**src/rtl/lob_pkg.sv**
```systemverilog
// ----------------------------------------------------------------------------
// lob_pkg
// shared sizes, status codes and controller/datapath interface types
// ----------------------------------------------------------------------------
package lob_pkg;

    localparam int PRICE_LEVELS = 256;
    localparam int LEVEL_DEPTH  = 16;
    localparam int ID_SPACE     = 1024;

    localparam int ID_W    = 10;
    localparam int PRICE_W = 8;
    localparam int POS_W   = 4;
    localparam int CNT_W   = 5;
    localparam int ST_W    = 3;

    // counts table is addressed by {side, price}
    localparam int CNT_AW  = 1 + PRICE_W;
    // slot table is addressed by {side, price, position}
    localparam int SLOT_AW = 1 + PRICE_W + POS_W;

    typedef enum logic [ST_W-1:0] {
        ST_ADDED     = 3'd0,
        ST_CANCELLED = 3'd1,
        ST_DUPLICATE = 3'd2,
        ST_NOT_LIMIT = 3'd3,
        ST_NOT_FOUND = 3'd4,
        ST_FULL      = 3'd5
    } t_status;

    typedef struct packed {
        logic               valid;
        logic               side;
        logic [PRICE_W-1:0] price;
        logic [POS_W-1:0]   pos;
    } t_id_entry;

    typedef struct packed {
        logic clr_step;
        logic capture;
        logic look;
        logic cnt;
        logic mv;
        logic upd;
        logic load_out;
    } t_cmd;

    typedef struct packed {
        logic clr_last;
        logic cancel_hit;
        logic shift_needed;
        logic more;
    } t_stat;

endpackage

```
**src/rtl/lob_ctrl.sv**
```systemverilog
// ----------------------------------------------------------------------------
// lob_ctrl
// sequencer: clearing sweep, lookup, gap-closing loop and result hand-off
// ----------------------------------------------------------------------------
module lob_ctrl (
    input  logic          i_clk,
    input  logic          i_rst_n,
    input  logic          i_in_valid,
    output logic          o_in_stall,
    output logic          o_out_valid,
    input  logic          i_out_stall,
    input  lob_pkg::t_stat i_stat,
    output lob_pkg::t_cmd  o_cmd
);
    import lob_pkg::*;

    typedef enum logic [6:0] {
        S_CLEAR = 7'b0000001,
        S_IDLE  = 7'b0000010,
        S_LOOK  = 7'b0000100,
        S_CNT   = 7'b0001000,
        S_MV    = 7'b0010000,
        S_UPD   = 7'b0100000,
        S_EMIT  = 7'b1000000
    } t_state;

    t_state r_state, n_state;
    logic   r_out_valid, n_out_valid;
    logic   out_free;

    assign out_free    = !r_out_valid || !i_out_stall;
    assign o_in_stall  = (r_state != S_IDLE);
    assign o_out_valid = r_out_valid;

    always_comb begin
        n_state = r_state;
        o_cmd   = '0;
        unique case (r_state)
            S_CLEAR: begin
                o_cmd.clr_step = 1'b1;
                if (i_stat.clr_last) n_state = S_IDLE;
            end
            S_IDLE: begin
                if (i_in_valid) begin
                    o_cmd.capture = 1'b1;
                    n_state       = S_LOOK;
                end
            end
            S_LOOK: begin
                o_cmd.look = 1'b1;
                n_state    = i_stat.cancel_hit ? S_CNT : S_EMIT;
            end
            S_CNT: begin
                o_cmd.cnt = 1'b1;
                n_state   = i_stat.shift_needed ? S_MV : S_EMIT;
            end
            S_MV: begin
                o_cmd.mv = 1'b1;
                n_state  = S_UPD;
            end
            S_UPD: begin
                o_cmd.upd = 1'b1;
                n_state   = i_stat.more ? S_MV : S_EMIT;
            end
            S_EMIT: begin
                if (out_free) begin
                    o_cmd.load_out = 1'b1;
                    n_state        = S_IDLE;
                end
            end
            default: n_state = S_CLEAR;
        endcase
    end

    always_comb begin
        n_out_valid = r_out_valid;
        if (o_cmd.load_out) n_out_valid = 1'b1;
        else if (!i_out_stall) n_out_valid = 1'b0;
    end

    always_ff @(posedge i_clk) begin
        if (!i_rst_n) begin
            r_state     <= S_CLEAR;
            r_out_valid <= 1'b0;
        end else begin
            r_state     <= n_state;
            r_out_valid <= n_out_valid;
        end
    end

    a_load_free: assert property (@(posedge i_clk) disable iff (!i_rst_n)
        o_cmd.load_out |-> (!r_out_valid || !i_out_stall))
        else $error("result loaded over an untaken beat");
    a_accept_look: assert property (@(posedge i_clk) disable iff (!i_rst_n)
        (i_in_valid && !o_in_stall) |=> (r_state == S_LOOK))
        else $error("accepted beat not followed by lookup");
    a_rose_emit: assert property (@(posedge i_clk) disable iff (!i_rst_n)
        $rose(o_out_valid) |-> $past(r_state == S_EMIT))
        else $error("result beat raised outside hand-off");

endmodule

```
**config.mk**
```make
export PLATFORM = sky130hd
export DESIGN_NAME = lob_ctrl
export DESIGN_NICKNAME = d
export VERILOG_FILES = /design/src/rtl/lob_pkg.sv /design/src/rtl/lob_ctrl.sv
export SDC_FILE = /design/constraint.sdc
export NUM_CORES = 1
export LEC_CHECK = 0
export BUFFER_PORTS_ARGS = -buffer_cell sky130_fd_sc_hd__buf_2
export CAP_MARGIN = 20
export CORE_MARGIN = 10
export CORE_UTILIZATION = 30
export CTS_CLUSTER_DIAMETER = 40
export CTS_CLUSTER_SIZE = 12
export DETAILED_ROUTE_END_ITERATION = 6
export SETUP_SLACK_MARGIN = 0.1
export SKIP_LAST_GASP = 1
export SLEW_MARGIN = 20
export SYNTH_ARGS = -nofsm -noshare
export SYNTH_HDL_FRONTEND = slang
export SYNTH_SLANG_ARGS = --single-unit
export TNS_END_PERCENT = 30
```
**constraint.sdc**
```tcl
create_clock -name i_clk -period 5.5 [get_ports i_clk]
set_clock_uncertainty 0.15 [all_clocks]
set_input_delay 0.55 -clock i_clk [delete_from_list [all_inputs] [get_ports i_clk]]
set_output_delay 0.55 -clock i_clk [all_outputs]
set_load 0.01 [all_outputs]
```
Yosys cells after proc, flatten, opt, wreduce, memory -nomap -nowiden
Cells that the tools add are included.
{"block": "totals", "ff_bits": 8, "in_bits": 8, "out_inout_bits": 9, "elab_cells": 36}
{"block": "op_classes", "n_eq_ne": 12, "muxes": 18, "n_reduce_logical": 4}
{"cell": "7-bit one-hot mux with 7 select lines", "count": 1}
{"cell": "7-bit two-way mux", "count": 6}
{"cell": "1-bit two-way mux", "count": 11}
{"cell": "7-bit by 1-bit == test with 1-bit output, second input constant", "count": 1}
{"cell": "7-bit by 2-bit == test with 1-bit output, second input constant", "count": 1}
{"cell": "7-bit by 3-bit == test with 1-bit output, second input constant", "count": 1}
{"cell": "7-bit by 4-bit == test with 1-bit output, second input constant", "count": 1}
{"cell": "7-bit by 5-bit == test with 1-bit output, second input constant", "count": 1}
{"cell": "7-bit by 6-bit == test with 1-bit output, second input constant", "count": 1}
{"cell": "7-bit == test, second input constant", "count": 1}
{"cell": "7-bit by 2-bit inequality test with 1-bit output, second input constant", "count": 1}
{"cell": "2-bit inequality test, second input constant", "count": 3}
{"cell": "3-bit AND reduction", "count": 1}
{"cell": "1-bit zero test", "count": 2}
{"cell": "2-bit by 1-bit inequality test with 1-bit output, second input constant", "count": 1}
{"cell": "1-bit logical OR", "count": 1}

Depth between registers and ports, before layout
{"block": "depth", "word_depth": 5, "mapped_depth": 5, "ltp_nobuf": 4}

Worst setup path after synthesis
Ideal clock, no wire load.
{"block": "synth_timing", "path_type": "register to output", "startpoint": "register r_state[1]", "endpoint": "output port o_cmd[6] (netlist name)", "arrival_time_ns": 1.564, "required_ns": 4.800, "slack_ns": 3.236, "stages_incl_launch_ff": 5, "n_path_buf": 1, "cell_sequence": "dfxtp_1 -> or4_1 -> buf_2 -> or4b_4 -> inv_1"}
{"element": "start: declaration", "line_no": "lob_ctrl.sv:27", "text": "t_state r_state, n_state;"}
{"element": "start signal: assignment", "line_no": "lob_ctrl.sv:86", "text": "r_state <= n_state;"}
{"element": "end: declaration", "line_no": "lob_ctrl.sv:13", "text": "output lob_pkg::t_cmd o_cmd"}

==> impl_metrics.tcl <==
set metrics [dict create \
    outcome "finished, final reports clean" \
    cts_tree "built" \
    drive_above_1_share_pct 28.57 \
    power-per-cell-area_mw_per_mm2 247.2 \
    yosysUniqueCellTypes 32 \
    initial_core_util_pct 31.64 \
    die_area_mm2 0.003583 \
    start_kind "flip-flop" \
    synth_edf_count 0 \
    htree_levels 1 \
    pwr-share-comb_pct 23.1 \
    drc_errors 0 \
    clk_latency_ns 0.26 \
    io_pins 17 \
    worst_pin_slew_ns 0.3886 \
    first_pass_iters 4 \
    dr_wl_met3_um 70 \
    die_h_um 59.86 \
    power_switching_uw 42.92 \
    whs_ns 0.3715 \
    hp-class "primary input to flip-flop" \
    p_leak_uw 0.0002694 \
    die_x_um 59.86 \
    finalCriticalPeriod_ns 2.665 \
    postCtsHoldBufs 0 \
    port_buffers 16 \
    num_vias 497 \
    ys.flop_type "dfxtp_1" \
    cp.arrival_ns 1.96 \
    period_share_pct 48.45 \
    hold_viol 0 \
    insertedDiodeCount 0 \
    required_ns 4.80 \
    grt_overflow_total 0 \
    grt_pass1_vias 476 \
    post_cts_buffers 0 \
    end_kind "output pin" \
    drtAntennaViolNets 0 \
    cap_viol_max_count 0 \
    netlist_area_um2 476.7 \
    clock-sinks 8 \
    m1WireLength_um 480 \
    worstPathMaxFanout 6 \
    cts_buffer_depth 2 \
    fillers 161 \
    seq_power_share_pct 44.7 \
    vias_per_cell 5.344 \
    wl_met2_um 637 \
    internal_power_uw 101.2 \
    yosysTopAreaCell "dfxtp_1" \
    swShare_pct 29.77 \
    grt_max_degree 14 \
    p_clk_share_pct 32.2 \
    seq_area_frac_synth_pct 33.60 \
    rows 14 \
    async_flop_share_pct 0 \
    synth_top_cell_area_share_pct 33.60 \
    syn_nets 69 \
    hpwlAfterDp_um 996.5 \
    regToRegSetupSlack_ns 3.41 \
    ys_ff_latch 8 \
    grt_pass1_wl_mm 2.076 \
    maxSlewHeadroom_pct 74.06 \
    final_common_cell "buf_2" \
    peakVddDrop_mv 0.08611 \
    rsz0062_at_grt "no" \
    grt_antenna_before_repair 0 \
    route.top_layer_used "met4" \
    setup_viol 0 \
    wl_per_cell_um 13.18 \
    synth.avg_cell_area_um2 7.815 \
    gp_congestion 0.7125 \
    core-area_mm2 0.001506 \
    critPathKind "flip-flop to output pin" \
    layout_common_cells "16 x buf_2, 10 x nor2_1, 8 x dfxtp_1" \
    clk_pin_slew_ns 0.06 \
    synth_area_leaders "dfxtp_1 34%, nor2_1 7.9%, and3_1 3.9%, nand2_1 3.9%, o21ai_0 3.1%" \
    cts_resized 0 \
    final_nets 87 \
    cts-root-buf "clkbuf_4" \
    synth_warnings 0 \
    track_usage_pct 7.481 \
    slew_violations 0 \
    syn2layout_area_growth_pct 22.31 \
    max_freq_ghz 0.3752 \
    cts_buffers 3 \
    drtIter0Drc 1 \
    setup_tns_ns 0 \
    routed_wl_mm 1.226 \
    netlist_instances 61 \
]
==> worst max-delay path, stage by stage (launching register included) <==
cell,delay (ns)
dfxtp_1,0.32
or4_1,0.63
or4b_4,0.56
inv_1,0.07
buf_2,0.12
==> path summary, 6_finish.rpt <==
kind / end / depth (start not counted) / from
hold / removal: r_state[3]$_SDFFE_PN0P_ / 3 / i_stat[2]
setup reg to reg: r_state[5]$_SDFFE_PN0P_ / 4 / r_state[1]$_SDFFE_PN0P_
hold reg to reg: o_out_valid$_SDFFE_PN0P_ / 2 / o_out_valid$_SDFFE_PN0P_
setup / recovery: o_cmd[6] / 4 / r_state[1]$_SDFFE_PN0P_
==> power groups by stage <==
stage	logic (µW)	clock network, µW	registers, µW
2_1_floorplan	24.2	0	64.9
3_3_place_gp	33.4	0	65.4
3_5_place_dp	33.7	0	65.7
4_1_cts	33.7	47.7	64.3
5_1_grt	37.5	50.7	65.3
6_report	33.3	46.4	64.4
==> registers in the layout (all words and copies together) (netlist names) <==
register and count:
o_out_valid 1, r_state 7
==> metrics by stage <==
stage,setup slack (ns),instances,utilization [%],total power (µW),area [µm²]
finish,2.835,93,38.70,144.2,583.1
global route,2.746,93,38.70,153.5,583.1
CTS,2.830,93,38.70,145.7,583.1
detailed placement,3.112,90,37.21,99.38,560.5
global placement,3.129,90,37.21,98.74,560.5
floorplan,3.236,61,-,89.12,476.7
==> synthesized netlist by cell type, types with 2 or more instances <==
cell	count
a21oi_1	2
nor2b_1	2
and3_1	3
dfxtp_1	8
nor3_1	2
nand2_1	5
o21ai_0	3
nor2_1	10
inv_1	3
==> final cells by class <==
type | count | area, µm² | area share, %
Sequential cell | 8 | 160.2 | 27.47
Multi-Input combinational cell | 47 | 289.0 | 49.57
Inverter | 3 | 11.26 | 1.931
Tap cell | 16 | 20.02 | 3.433
Clock buffer | 3 | 22.52 | 3.863
Timing Repair Buffer | 16 | 80.08 | 13.73
==> per-layer routing <==
layer  track usage [%]  up-vias
li1                  -      253
met3             1.271        4
met5                 0        -
met2             11.91       11
met4             6.731        0
met1             8.224      229
==> cells by family after synthesis <==
family	after synthesis	synth area share [%]
and+or+nand+nor	34	40.69
AOI/OAI and AO/OA	12	18.11
DFF	8	33.60
buffers and inverters	6	5.773
xor gates and xnor gates	1	1.838
Note: power is estimated with default switching activity, not from simulation.
